==> config.mk <==
export PLATFORM = sky130hd
export DESIGN_NAME = pattern_match_ranker_unit
export DESIGN_NICKNAME = d
export VERILOG_FILES = /design/src/pmr_pkg.sv /design/src/pmr_err_pipe.sv /design/src/pmr_rank_cell.sv /design/src/pmr_out_cell.sv /design/src/pattern_match_ranker_unit.sv
export SDC_FILE = /design/constraint.sdc
export NUM_CORES = 2
export LEC_CHECK = 0
export BUFFER_PORTS_ARGS = -buffer_cell sky130_fd_sc_hd__buf_2
export CAP_MARGIN = 30
export CORE_ASPECT_RATIO = 1.4
export CORE_MARGIN = 2
export CORE_UTILIZATION = 30
export DETAILED_ROUTE_END_ITERATION = 8
export GPL_ROUTABILITY_DRIVEN = 0
export PLACE_DENSITY = 0.43
export SYNTH_ARGS = -nofsm -noshare
export SYNTH_HDL_FRONTEND = slang
export SYNTH_SLANG_ARGS = --single-unit
==> constraint.sdc <==
create_clock -name i_clk -period 14.2 [get_ports i_clk]
set_input_delay 1.42 -clock i_clk [delete_from_list [all_inputs] [get_ports i_clk]]
set_output_delay 1.42 -clock i_clk [all_outputs]
set_load 0.03 [all_outputs]
==> src/pmr_pkg.sv <==
`timescale 1ns / 1ps
// ----------------------------------------------------------------------------
// pmr_pkg
// Shared widths, register codes and slot types of the pattern match ranker.
// ----------------------------------------------------------------------------
package pmr_pkg;

    localparam int unsigned ID_W           = 16;
    localparam int unsigned DIST_IN_W      = 16;
    localparam int unsigned ERR_W          = 34;
    localparam int unsigned CFG_IDX_W      = 2;
    localparam int unsigned CFG_DATA_W     = 16;
    localparam int unsigned RANK_DEPTH_DEF = 8;
    localparam int unsigned DIST_WIDTH_DEF = 16;

    // Configuration register indexes
    typedef enum logic [CFG_IDX_W-1:0] {
        CFG_QUERY_FIRST  = 2'd0,
        CFG_QUERY_SECOND = 2'd1,
        CFG_QUERY_THIRD  = 2'd2
    } t_cfg_index;

    // One ranked candidate held in a cell
    typedef struct packed {
        logic            valid;
        logic [ID_W-1:0] id;
        logic [ERR_W-1:0] err;
    } t_rank_slot;

    // Item leaving the error pipeline
    typedef struct packed {
        logic            valid;
        logic            present;
        logic            last;
        logic [ID_W-1:0] id;
        logic [ERR_W-1:0] err;
    } t_err_item;

endpackage

==> src/pmr_err_pipe.sv <==
`timescale 1ns / 1ps
// ----------------------------------------------------------------------------
// pmr_err_pipe
// Three-stage squared error pipeline: differences, squares, sum.
// ----------------------------------------------------------------------------
module pmr_err_pipe #(
    parameter int unsigned DIST_WIDTH = pmr_pkg::DIST_WIDTH_DEF
) (
    input  logic                             i_clk,
    input  logic                             i_rst_n,
    input  logic                             i_accept,
    input  logic                             i_present,
    input  logic                             i_last,
    input  logic [pmr_pkg::ID_W-1:0]         i_star_id,
    input  logic [pmr_pkg::DIST_IN_W-1:0]    i_dist_first,
    input  logic [pmr_pkg::DIST_IN_W-1:0]    i_dist_second,
    input  logic [pmr_pkg::DIST_IN_W-1:0]    i_dist_third,
    input  logic [pmr_pkg::DIST_IN_W-1:0]    i_query_first,
    input  logic [pmr_pkg::DIST_IN_W-1:0]    i_query_second,
    input  logic [pmr_pkg::DIST_IN_W-1:0]    i_query_third,
    output pmr_pkg::t_err_item               o_item,
    output logic                             o_last_in_flight
);

    // Distances are taken in their low DIST_WIDTH bits, at most DIST_IN_W bits
    localparam int unsigned DW = (DIST_WIDTH < pmr_pkg::DIST_IN_W) ?
                                 DIST_WIDTH : pmr_pkg::DIST_IN_W;
    localparam int unsigned SW = 2 * DW;
    localparam int unsigned PAD_W = pmr_pkg::ERR_W - SW;

    function automatic logic [DW-1:0] abs_diff(input logic [DW-1:0] a,
                                               input logic [DW-1:0] b);
        abs_diff = (a >= b) ? (a - b) : (b - a);
    endfunction

    // Stage control
    logic r_s1_valid, r_s2_valid, r_s3_valid;
    logic r_s1_present, r_s2_present, r_s3_present;
    logic r_s1_last, r_s2_last, r_s3_last;

    // Stage payload
    logic [pmr_pkg::ID_W-1:0]  r_s1_id, r_s2_id, r_s3_id;
    logic [DW-1:0]             r_s1_d1, r_s1_d2, r_s1_d3;
    logic [SW-1:0]             r_s2_q1, r_s2_q2, r_s2_q3;
    logic [pmr_pkg::ERR_W-1:0] r_s3_err;

    // Advance control flags every cycle
    always_ff @(posedge i_clk) begin
        if (!i_rst_n) begin
            r_s1_valid <= 1'b0;
            r_s2_valid <= 1'b0;
            r_s3_valid <= 1'b0;
        end else begin
            r_s1_valid <= i_accept;
            r_s2_valid <= r_s1_valid;
            r_s3_valid <= r_s2_valid;
        end
    end

    // Stage 1: absolute differences
    always_ff @(posedge i_clk) begin
        r_s1_present <= i_present;
        r_s1_last    <= i_last;
        r_s1_id      <= i_star_id;
        r_s1_d1      <= abs_diff(i_dist_first[DW-1:0],  i_query_first[DW-1:0]);
        r_s1_d2      <= abs_diff(i_dist_second[DW-1:0], i_query_second[DW-1:0]);
        r_s1_d3      <= abs_diff(i_dist_third[DW-1:0],  i_query_third[DW-1:0]);
    end

    // Stage 2: squares
    always_ff @(posedge i_clk) begin
        r_s2_present <= r_s1_present;
        r_s2_last    <= r_s1_last;
        r_s2_id      <= r_s1_id;
        r_s2_q1      <= SW'(r_s1_d1) * SW'(r_s1_d1);
        r_s2_q2      <= SW'(r_s1_d2) * SW'(r_s1_d2);
        r_s2_q3      <= SW'(r_s1_d3) * SW'(r_s1_d3);
    end

    // Stage 3: sum of squares
    always_ff @(posedge i_clk) begin
        r_s3_present <= r_s2_present;
        r_s3_last    <= r_s2_last;
        r_s3_id      <= r_s2_id;
        r_s3_err     <= {{PAD_W{1'b0}}, r_s2_q1} + {{PAD_W{1'b0}}, r_s2_q2}
                      + {{PAD_W{1'b0}}, r_s2_q3};
    end

    assign o_item.valid   = r_s3_valid;
    assign o_item.present = r_s3_present;
    assign o_item.last    = r_s3_last;
    assign o_item.id      = r_s3_id;
    assign o_item.err     = r_s3_err;

    assign o_last_in_flight = (r_s1_valid && r_s1_last) || (r_s2_valid && r_s2_last)
                            || (r_s3_valid && r_s3_last);

endmodule

==> src/pmr_rank_cell.sv <==
`timescale 1ns / 1ps
// ----------------------------------------------------------------------------
// pmr_rank_cell
// One slot of the sorted insertion chain: keep, take the new entry, or shift.
// ----------------------------------------------------------------------------
module pmr_rank_cell (
    input  logic                      i_clk,
    input  logic                      i_rst_n,
    input  logic                      i_insert,
    input  logic                      i_flush,
    input  logic [pmr_pkg::ID_W-1:0]  i_new_id,
    input  logic [pmr_pkg::ERR_W-1:0] i_new_err,
    input  pmr_pkg::t_rank_slot       i_prev,
    input  logic                      i_prev_keep,
    output pmr_pkg::t_rank_slot       o_slot,
    output logic                      o_keep,
    output pmr_pkg::t_rank_slot       o_next
);

    logic                      r_valid;
    logic [pmr_pkg::ID_W-1:0]  r_id;
    logic [pmr_pkg::ERR_W-1:0] r_err;

    // Equal errors stay ahead of the new entry
    assign o_keep = r_valid && (r_err <= i_new_err);

    // Pick the slot content after this cycle's insertion
    always_comb begin
        o_next.valid = r_valid;
        o_next.id    = r_id;
        o_next.err   = r_err;
        if (i_insert && !o_keep) begin
            if (i_prev_keep) begin
                o_next.valid = 1'b1;
                o_next.id    = i_new_id;
                o_next.err   = i_new_err;
            end else begin
                o_next = i_prev;
            end
        end
    end

    // Drop the contents on flush; the output chain has taken a copy
    always_ff @(posedge i_clk) begin
        if (!i_rst_n) begin
            r_valid <= 1'b0;
        end else begin
            r_valid <= o_next.valid && !i_flush;
        end
    end

    always_ff @(posedge i_clk) begin
        r_id  <= o_next.id;
        r_err <= o_next.err;
    end

    assign o_slot.valid = r_valid;
    assign o_slot.id    = r_id;
    assign o_slot.err   = r_err;

endmodule

==> src/pmr_out_cell.sv <==
`timescale 1ns / 1ps
// ----------------------------------------------------------------------------
// pmr_out_cell
// One slot of the output shift chain that plays a finished ranking out.
// ----------------------------------------------------------------------------
module pmr_out_cell (
    input  logic                i_clk,
    input  logic                i_rst_n,
    input  logic                i_load,
    input  pmr_pkg::t_rank_slot i_load_slot,
    input  logic                i_shift,
    input  pmr_pkg::t_rank_slot i_next_slot,
    output pmr_pkg::t_rank_slot o_slot
);

    logic                      r_valid;
    logic [pmr_pkg::ID_W-1:0]  r_id;
    logic [pmr_pkg::ERR_W-1:0] r_err;
    pmr_pkg::t_rank_slot       n_slot;

    // Load a whole ranking, or move one slot toward the head
    always_comb begin
        n_slot.valid = r_valid;
        n_slot.id    = r_id;
        n_slot.err   = r_err;
        if (i_load) begin
            n_slot = i_load_slot;
        end else if (i_shift) begin
            n_slot = i_next_slot;
        end
    end

    always_ff @(posedge i_clk) begin
        if (!i_rst_n) begin
            r_valid <= 1'b0;
        end else begin
            r_valid <= n_slot.valid;
        end
    end

    always_ff @(posedge i_clk) begin
        r_id  <= n_slot.id;
        r_err <= n_slot.err;
    end

    assign o_slot.valid = r_valid;
    assign o_slot.id    = r_id;
    assign o_slot.err   = r_err;

endmodule

==> src/pattern_match_ranker_unit.sv <==
`timescale 1ns / 1ps
// ----------------------------------------------------------------------------
// pattern_match_ranker_unit
// Top-K ranking of database entries by squared distance error to a query.
// ----------------------------------------------------------------------------
// Usage:
//   Write the three query distances through the configuration port while the
//   block is idle. Stream database entries on the entry channel (valid/ready);
//   one item is taken per cycle while ready is high. Each entry goes through
//   a three-stage error pipeline and then into a chain of RANK_DEPTH cells that
//   keeps the best entries sorted by ascending error, ties behind earlier entries.
//   An item with entry_last closes the pass: once it leaves the third pipeline
//   stage, the ranking moves into the output chain and the ranking cells empty.
//   Results then leave on the ranked channel best first, one per cycle while
//   the receiver is ready; a pass without entries gives one result flagged
//   empty. A stalled receiver holds the head result, and entries of the next
//   pass keep flowing into the ranking cells. A further last item waits
//   (ready low) until the previous output has been taken up to its final
//   result and no earlier last item is still in the pipeline.
//   Reset clears the query registers, the ranking and the output chain.
// ----------------------------------------------------------------------------
module pattern_match_ranker_unit #(
    parameter int unsigned RANK_DEPTH = pmr_pkg::RANK_DEPTH_DEF,
    parameter int unsigned DIST_WIDTH = pmr_pkg::DIST_WIDTH_DEF,
    localparam int unsigned POS_W = (RANK_DEPTH > 1) ? $clog2(RANK_DEPTH) : 1
) (
    input  logic                             i_clk,
    input  logic                             i_rst_n,
    // Configuration
    input  logic                             i_cfg_wr_en,
    input  logic [pmr_pkg::CFG_IDX_W-1:0]    i_cfg_index,
    input  logic [pmr_pkg::CFG_DATA_W-1:0]   i_cfg_data,
    // Entry channel
    input  logic                             i_entry_valid,
    output logic                             o_entry_ready,
    input  logic                             i_entry_present,
    input  logic [pmr_pkg::ID_W-1:0]         i_entry_star_id,
    input  logic [pmr_pkg::DIST_IN_W-1:0]    i_entry_dist_first,
    input  logic [pmr_pkg::DIST_IN_W-1:0]    i_entry_dist_second,
    input  logic [pmr_pkg::DIST_IN_W-1:0]    i_entry_dist_third,
    input  logic                             i_entry_last,
    // Ranked channel
    output logic                             o_ranked_valid,
    input  logic                             i_ranked_ready,
    output logic [pmr_pkg::ID_W-1:0]         o_ranked_star_id,
    output logic [pmr_pkg::ERR_W-1:0]        o_ranked_error,
    output logic [POS_W-1:0]                 o_ranked_position,
    output logic                             o_ranked_empty,
    output logic                             o_ranked_last
);

    logic [pmr_pkg::DIST_IN_W-1:0] r_query_first, r_query_second, r_query_third;
    logic                          r_out_empty;
    logic [POS_W-1:0]              r_out_pos;

    logic                w_accept;
    logic                w_last_in_flight;
    logic                w_insert;
    logic                w_flush;
    logic                w_pop;
    pmr_pkg::t_err_item  w_item;
    pmr_pkg::t_rank_slot w_empty_slot;

    pmr_pkg::t_rank_slot w_rank_slot [RANK_DEPTH];
    pmr_pkg::t_rank_slot w_rank_next [RANK_DEPTH];
    logic                w_rank_keep [RANK_DEPTH];
    pmr_pkg::t_rank_slot w_out_slot  [RANK_DEPTH+1];

    // Write query registers; other indexes are ignored
    always_ff @(posedge i_clk) begin
        if (!i_rst_n) begin
            r_query_first  <= '0;
            r_query_second <= '0;
            r_query_third  <= '0;
        end else if (i_cfg_wr_en) begin
            case (i_cfg_index)
                pmr_pkg::CFG_QUERY_FIRST:  r_query_first  <= i_cfg_data;
                pmr_pkg::CFG_QUERY_SECOND: r_query_second <= i_cfg_data;
                pmr_pkg::CFG_QUERY_THIRD:  r_query_third  <= i_cfg_data;
                default: ;
            endcase
        end
    end

    // Hold back a last item until the output chain is free for it
    assign o_entry_ready = !i_entry_last ||
                           (!w_last_in_flight &&
                            (!w_out_slot[0].valid || (i_ranked_ready && o_ranked_last)));
    assign w_accept = i_entry_valid && o_entry_ready;

    pmr_err_pipe #(
        .DIST_WIDTH (DIST_WIDTH)
    ) u_err_pipe (
        .i_clk            (i_clk),
        .i_rst_n          (i_rst_n),
        .i_accept         (w_accept),
        .i_present        (i_entry_present),
        .i_last           (i_entry_last),
        .i_star_id        (i_entry_star_id),
        .i_dist_first     (i_entry_dist_first),
        .i_dist_second    (i_entry_dist_second),
        .i_dist_third     (i_entry_dist_third),
        .i_query_first    (r_query_first),
        .i_query_second   (r_query_second),
        .i_query_third    (r_query_third),
        .o_item           (w_item),
        .o_last_in_flight (w_last_in_flight)
    );

    assign w_insert = w_item.valid && w_item.present;
    assign w_flush  = w_item.valid && w_item.last;
    assign w_pop    = o_ranked_valid && i_ranked_ready;

    assign w_empty_slot.valid = 1'b1;
    assign w_empty_slot.id    = '0;
    assign w_empty_slot.err   = '0;

    // Ranking chain and output chain
    assign w_out_slot[RANK_DEPTH] = '0;

    for (genvar g = 0; g < RANK_DEPTH; g++) begin : g_cell
        pmr_pkg::t_rank_slot w_prev;
        logic                w_prev_keep;
        pmr_pkg::t_rank_slot w_load;

        if (g == 0) begin : g_head
            assign w_prev      = '0;
            assign w_prev_keep = 1'b1;
            assign w_load      = w_rank_next[0].valid ? w_rank_next[0] : w_empty_slot;
        end else begin : g_body
            assign w_prev      = w_rank_slot[g-1];
            assign w_prev_keep = w_rank_keep[g-1];
            assign w_load      = w_rank_next[g];
        end

        pmr_rank_cell u_rank_cell (
            .i_clk       (i_clk),
            .i_rst_n     (i_rst_n),
            .i_insert    (w_insert),
            .i_flush     (w_flush),
            .i_new_id    (w_item.id),
            .i_new_err   (w_item.err),
            .i_prev      (w_prev),
            .i_prev_keep (w_prev_keep),
            .o_slot      (w_rank_slot[g]),
            .o_keep      (w_rank_keep[g]),
            .o_next      (w_rank_next[g])
        );

        pmr_out_cell u_out_cell (
            .i_clk       (i_clk),
            .i_rst_n     (i_rst_n),
            .i_load      (w_flush),
            .i_load_slot (w_load),
            .i_shift     (w_pop),
            .i_next_slot (w_out_slot[g+1]),
            .o_slot      (w_out_slot[g])
        );
    end

    // Track position and the empty-pass flag of the output
    always_ff @(posedge i_clk) begin
        if (!i_rst_n) begin
            r_out_pos   <= '0;
            r_out_empty <= 1'b0;
        end else if (w_flush) begin
            r_out_pos   <= '0;
            r_out_empty <= !w_rank_next[0].valid;
        end else if (w_pop) begin
            r_out_pos   <= r_out_pos + 1'b1;
        end
    end

    assign o_ranked_valid    = w_out_slot[0].valid;
    assign o_ranked_star_id  = w_out_slot[0].id;
    assign o_ranked_error    = w_out_slot[0].err;
    assign o_ranked_position = r_out_pos;
    assign o_ranked_empty    = r_out_empty;
    assign o_ranked_last     = !w_out_slot[1].valid;

    // A ranking is only moved into an empty output chain
    a_load_into_idle: assert property (@(posedge i_clk) disable iff (!i_rst_n)
        w_flush |-> !w_out_slot[0].valid)
        else $error("ranking loaded while output chain busy");

    // An empty pass gives a single result at position zero
    a_empty_single: assert property (@(posedge i_clk) disable iff (!i_rst_n)
        (o_ranked_valid && o_ranked_empty) |-> (o_ranked_last && o_ranked_position == '0))
        else $error("empty result not single");

    // A taken non-final result is followed by the next position
    a_next_position: assert property (@(posedge i_clk) disable iff (!i_rst_n)
        (o_ranked_valid && i_ranked_ready && !o_ranked_last) |=>
        (o_ranked_valid && o_ranked_position == POS_W'($past(o_ranked_position) + 1'b1)))
        else $error("ranked output broke off or skipped a position");

endmodule
---- Word level (Yosys, flattened, before mapping) ----
Cells that the tools add are included.
cells by class
  add/sub/neg operators ................... 9
  multipliers ............................. 3
  $lt $le $gt $ge ......................... 11
  eq/ne operators ......................... 2
  muxes and demuxes ....................... 35
  bitwise operators ....................... 1
  reduce and logical (&&, ||, !) cells .... 56
operators by type and width
  kind                                                                   count
  51-bit 2-to-1 mux                                                      31
  34-bit less-or-equal comparator                                        8
  16-bit by 16-bit multiplier with 32-bit output                         3
  16-bit subtractor                                                      6
  50-bit 2-to-1 mux                                                      1
  16-bit greater-or-equal comparator                                     3
  16-bit 2-to-1 mux                                                      3
  34-bit by 32-bit adder with 34-bit output                              1
  32-bit by 32-bit adder with 33-bit output                              1
  1-bit logical AND                                                      32
  1-bit zero test                                                        14
  2-bit AND reduction                                                    3
  1-bit logical OR                                                       4
  3-bit by 1-bit adder with 3-bit output, second input constant          1
  2-bit by 1-bit equality test with 1-bit output, second input constant  1
  2-bit equality test, second input constant                             1
  2-bit zero test                                                        1
  2-bit nonzero test                                                     1
  2-bit OR reduction                                                     1
  1-bit NOT                                                              1
word-level totals
  flip-flop bits (word level) ............. 1103
  bits of input ports ..................... 89
  output and inout port bits .............. 57
  word-level logic and storage cells ...... 189

---- Depth between registers and ports, before layout ----
  depth after elaboration ................. 7
  depth in mapped cells ................... 26
  mapped depth without buffers ............ 24

---- Cells and area by module ----
A second synthesis with hierarchy kept.
unflattened totals
  cells, all modules ...................... 7167
  area, all modules ....................... 81690.8 um^2
by module, submodules not included
  module                     times used  cells an instance  area each (um^2)
  pmr_err_pipe               1           3608               33024.2
  pmr_rank_cell              8           300                3377.0
  pmr_out_cell               8           112                2417.3
  pattern_match_ranker_unit  1           263                2312.2

---- Least setup slack after synthesis ----
OpenSTA, ideal clock, no wires.
  kind .................................... input port to flip-flop
  from .................................... input port i_ranked_ready
  to ...................................... register g_cell[7].u_out_cell.r_valid
  library setup time ...................... 0.500 ns
  arrival ................................. 10.653 ns
  data required time ...................... 13.700 ns
  slack ................................... 3.046 ns
  cell stages on the path ................. 3
  path buffers ............................ 0
  cells stage by stage .................... nand2_1 -> nand2_1 -> o22ai_1
on the way
  longest elaborated chain between the ends .. 2
RTL lines
  what                                 line                              RTL
  start, declared                      pattern_match_ranker_unit.sv:44   input logic i_ranked_ready,
  1-bit logical AND                    pattern_match_ranker_unit.sv:112  assign w_pop = o_ranked_valid && i_ranked_ready;
  2-bit nonzero test (no source line)  n/a
  end signal, assigned                 pmr_out_cell.sv:37                r_valid <= n_slot.valid;
  end, declared                        pmr_out_cell.sv:16                logic r_valid;
Every way passes these cells.
A chain may end at the register's enable or synchronous reset.

---- Worst setup path in the final report ----
  from .................................... register u_err_pipe.r_s1_d1[9]
  to ...................................... register u_err_pipe.r_s2_q1[31]
on the way
  longest elaborated chain between the ends .. 1
RTL lines
  what                                            line                RTL
  start, declared                                 pmr_err_pipe.sv:43  logic [DW-1:0] r_s1_d1, r_s1_d2, r_s1_d3;
  start signal, assigned                          pmr_err_pipe.sv:65  r_s1_d1 <= abs_diff(i_dist_first[DW-1:0], i_query_first[DW-1:0]);
  16-bit by 16-bit multiplier with 32-bit output  pmr_err_pipe.sv:75  r_s2_q1 <= SW'(r_s1_d1) * SW'(r_s1_d1);
  end signal, assigned                            pmr_err_pipe.sv:75
  end, declared                                   pmr_err_pipe.sv:44  logic [SW-1:0] r_s2_q1, r_s2_q2, r_s2_q3;
Every way passes these cells.

==> results.json <==
{
  "cts_num_sinks": 1100,
  "slew_violations": 0,
  "multiInputGateArea_um2": 48300,
  "dp_hpwl_um": 181000,
  "min-delay-path-class": "reg -> reg",
  "dieHeight_um": 616,
  "clkTransAtPathRegs_ps": 60,
  "h-tree-depth": 4,
  "status": "finished, final reports clean",
  "synth.distinct_cells": 86,
  "combinational_family_with_the_most_area_after_synthesis": "adder cells",
  "reg2regPathDepth": 19,
  "timing.critical_path.buf_inv": 3,
  "timing.critical_path.fanout_max": 17,
  "maximum_single_stage_delay_on_the_critical_path_ps": 980,
  "timing.hold.ws_ps": 291,
  "post_synth_xor_area_fraction_pct": 2.13,
  "horizontal_die_dimension_um": 441,
  "largest_net_degree_at_the_start_of_global_routing": 174,
  "wire_per_inst_um": 20.7,
  "ctsResizeCount": 0,
  "layout.area.seq_um2": 26000,
  "initial_drc_count": 3306,
  "clock_tree_from_tritoncts": "done",
  "fillers": 27300,
  "first_global_vias": 64100,
  "design.core.area_um2": 266000,
  "syn_area_per_cell_um2": 9.27,
  "remaining_routing_drc_violations": 0,
  "vias": 61500,
  "post-cts-setup-buffers": 0,
  "cell_breakdown_of_the_critical_path": "nand2_1 -> fa_1 -> inv_1 -> fa_1 -> fa_1 -> fa_1 -> fa_1 -> inv_1 -> fa_1 -> inv_1 -> ha_1 -> a2111o_1 -> o211a_1 -> nor2_1 -> o21ai_0 -> o311ai_0 -> a31oi_1 -> nor4_1 -> a311oi_1",
  "rsz0062_at_grt": "no",
  "synthesis.yosys.warnings": 0,
  "fin_skew_ps": 77.0,
  "ys.flop_type": "sky130_fd_sc_hd__dfxtp_1",
  "drv.max_cap_violation_count": 0,
  "clock_root_buffer": "sky130_fd_sc_hd__clkbuf_16",
  "cts-root-to-sink-buffers": 4,
  "post_synth_and_or_nand_nor_area_fraction_pct": 11.9,
  "time_the_worst_path_needs_with_i_o_delays_and_setup_ps": 6820,
  "firstDrtPassIters": 5,
  "synth_compound_area_share_pct": 18.9,
  "final_nets": 9785,
  "gr-total-overflow": 0,
  "hold_fix_buffers_at_cts": 0,
  "number_of_synthesized_flops_with_an_enable_pin": 400,
  "critical_path.top_delay_family": "adder cells",
  "cp.arrival_ps": 7470,
  "slowest_stage": "sky130_fd_sc_hd__dfxtp_1",
  "cp.required_ps": 14850,
  "starting_density_of_the_core_pct": 30.1,
  "yosys.area_share.adder_pct": 23.7,
  "placement_rows": 224,
  "crit_path_start_kind": "flip-flop",
  "end_kind": "flip-flop",
  "setup_total_negative_slack_ps": 0,
  "critical_path.most_common_cell": "sky130_fd_sc_hd__fa_1",
  "ant_nets": 0,
  "max_clock_freq_mhz": 147,
  "clkLatencyLatePin_ps": 830,
  "synthesis.nets": 9953,
  "cp_num_cells": 19,
  "async_set_or_reset_register_ratio_after_synthesis_pct": 0,
  "via_per_inst": 5.09,
  "synth.area.mux_share_pct": 3.28,
  "tritoncts.num_buffers": 143,
  "area_delta_synth_final_pct": 10.3,
  "flops_latches_synth": 1100,
  "grt_pass1_wl_um": 387000,
  "port-buffer-count": 145,
  "number_of_standard_cells_after_synthesis": 8643,
  "timing_worst_setup_path_type": "reg -> reg",
  "boundaryPins": 146,
  "timing.slew.headroom_pct": 8.58,
  "finalHoldViolCount": 0,
  "wirelength_um": 250000,
  "synth-seq-area-share_pct": 32.5,
  "globalRouteTotalUtil_pct": 18.2,
  "setup_violations": 0,
  "layout-drive-gt1-share_pct": 7.66,
  "post-route-period-util_pct": 48.0,
  "die_area_um2": 271000,
  "antenna_found_initial": 4,
  "synthesis.area_um2": 80200,
  "worst-slew-pin-transition_ps": 1370,
  "whs_path_depth": 0
}
worst reg2reg max path, cell delays in order, from the launching register on:
cell,delay (ps)
sky130_fd_sc_hd__dfxtp_1,980
sky130_fd_sc_hd__nand2_1,230
sky130_fd_sc_hd__fa_1,620
sky130_fd_sc_hd__inv_1,70
sky130_fd_sc_hd__fa_1,550
sky130_fd_sc_hd__fa_1,420
sky130_fd_sc_hd__fa_1,460
sky130_fd_sc_hd__fa_1,520
sky130_fd_sc_hd__inv_1,60
sky130_fd_sc_hd__fa_1,520
sky130_fd_sc_hd__inv_1,60
sky130_fd_sc_hd__ha_1,250
sky130_fd_sc_hd__a2111o_1,450
sky130_fd_sc_hd__o211a_1,250
sky130_fd_sc_hd__nor2_1,80
sky130_fd_sc_hd__o21ai_0,190
sky130_fd_sc_hd__o311ai_0,450
sky130_fd_sc_hd__a31oi_1,210
sky130_fd_sc_hd__nor4_1,240
sky130_fd_sc_hd__a311oi_1,80
logic make-up (layout without fill, tap and decap cells):
family	count (synthesis)	count (layout)
flops	1100	1100
compound gates	2157	2157
other cells	0	3
simple gates	2136	2136
xor+xnor	195	195
mux	255	255
fa+ha+maj	1221	1221
buf+inv	1579	1516
worst paths after layout:
path | to | slack, ps | from
worst max-delay path | u_err_pipe.r_s2_q1[31] | 7380 | u_err_pipe.r_s1_d1[9]
worst min-delay path | u_err_pipe.r_s2_id[13] | 290 | u_err_pipe.r_s1_id[13]
worst max register to register | u_err_pipe.r_s2_q1[31] | 7380 | u_err_pipe.r_s1_d1[9]
worst min register to register | u_err_pipe.r_s2_id[13] | 290 | u_err_pipe.r_s1_id[13]
final cells by class:
class | count | share of cell area, %
tap | 3503 | 4.96
inverter | 1048 | 4.45
clock buffer | 215 | 4.74
sequential | 1100 | 29.4
multi-input combinational | 5964 | 54.6
timing repair buffer | 218 | 1.52
antenna | 3 | 0.00849
clock inverter | 35 | 0.284
stage by stage:
stage / cells / worst slack (ps) / area, um2 / util, %
floorplan: 8643 / 3050 / 80200 / -
global placement: 11800 / 7520 / 83900 / 31.5
detailed placement: 11800 / 7410 / 84000 / 31.6
CTS: 12100 / 7400 / 88400 / 33.2
global route: 12100 / 6960 / 88400 / 33.2
finish: 12100 / 7380 / 88400 / 33.2
cell usage in the layout, fill, tap and decap left out, types with 146 or more instances in the layout:
cell,instances
sky130_fd_sc_hd__inv_1,1047
sky130_fd_sc_hd__nand2_1,909
sky130_fd_sc_hd__ha_1,728
sky130_fd_sc_hd__dfxtp_1,698
sky130_fd_sc_hd__a21oi_1,546
sky130_fd_sc_hd__nor2_1,545
sky130_fd_sc_hd__fa_1,493
sky130_fd_sc_hd__edfxtp_1,400
sky130_fd_sc_hd__o21ai_0,290
sky130_fd_sc_hd__and2_1,235
sky130_fd_sc_hd__a21o_1,196
sky130_fd_sc_hd__mux2i_1,191
sky130_fd_sc_hd__clkbuf_16,146
sky130_fd_sc_hd__buf_2,146
sequential cells by signal, indices dropped and copies added, names as in the netlist, 3 cells and up:
register,flops
u_err_pipe.r_s2_q3,31
g_cell.u_out_cell.r_valid,8
g_cell.u_rank_cell.r_valid,8
u_err_pipe.r_s2_q2,31
u_err_pipe.r_s3_id,16
u_err_pipe.r_s3_err,34
g_cell.u_rank_cell.r_err,272
o_ranked_position,3
u_err_pipe.r_s1_d2,16
r_query_third,16
g_cell.u_rank_cell.r_id,128
u_err_pipe.r_s1_d1,16
u_err_pipe.r_s1_d3,16
u_err_pipe.r_s2_q1,31
u_err_pipe.r_s2_id,16
g_cell.u_out_cell.r_err,272
r_query_second,16
r_query_first,16
u_err_pipe.r_s1_id,16
g_cell.u_out_cell.r_id,128
cell usage after synthesis, types with 197 or more instances:
library cell / number / share of area, %
sky130_fd_sc_hd__inv_1: 1047 / 4.9
sky130_fd_sc_hd__nand2_1: 916 / 4.3
sky130_fd_sc_hd__ha_1: 728 / 11
sky130_fd_sc_hd__dfxtp_1: 700 / 17
sky130_fd_sc_hd__a21oi_1: 548 / 3.4
sky130_fd_sc_hd__nor2_1: 547 / 2.6
sky130_fd_sc_hd__fa_1: 493 / 12
sky130_fd_sc_hd__edfxtp_1: 400 / 15
sky130_fd_sc_hd__clkbuf_1: 385 / 1.8
sky130_fd_sc_hd__o21ai_0: 290 / 1.8
sky130_fd_sc_hd__and2_1: 240 / 1.9
sky130_fd_sc_hd__a21o_1: 197 / 1.8
metal layers:
| metal | wire, um | vias up | track usage [%] |
|---|---|---|---|
| li1 | - | 29700 | - |
| met1 | 104000 | 30100 | 21.7 |
| met2 | 127000 | 1243 | 33.3 |
| met3 | 8700 | 400 | 2.00 |
| met4 | 9270 | 4 | 6.36 |
| met5 | 27 | - | 0 |
Power is not shown: default switching activity piles up to over one toggle a cycle in this logic, so the estimate is an artifact.
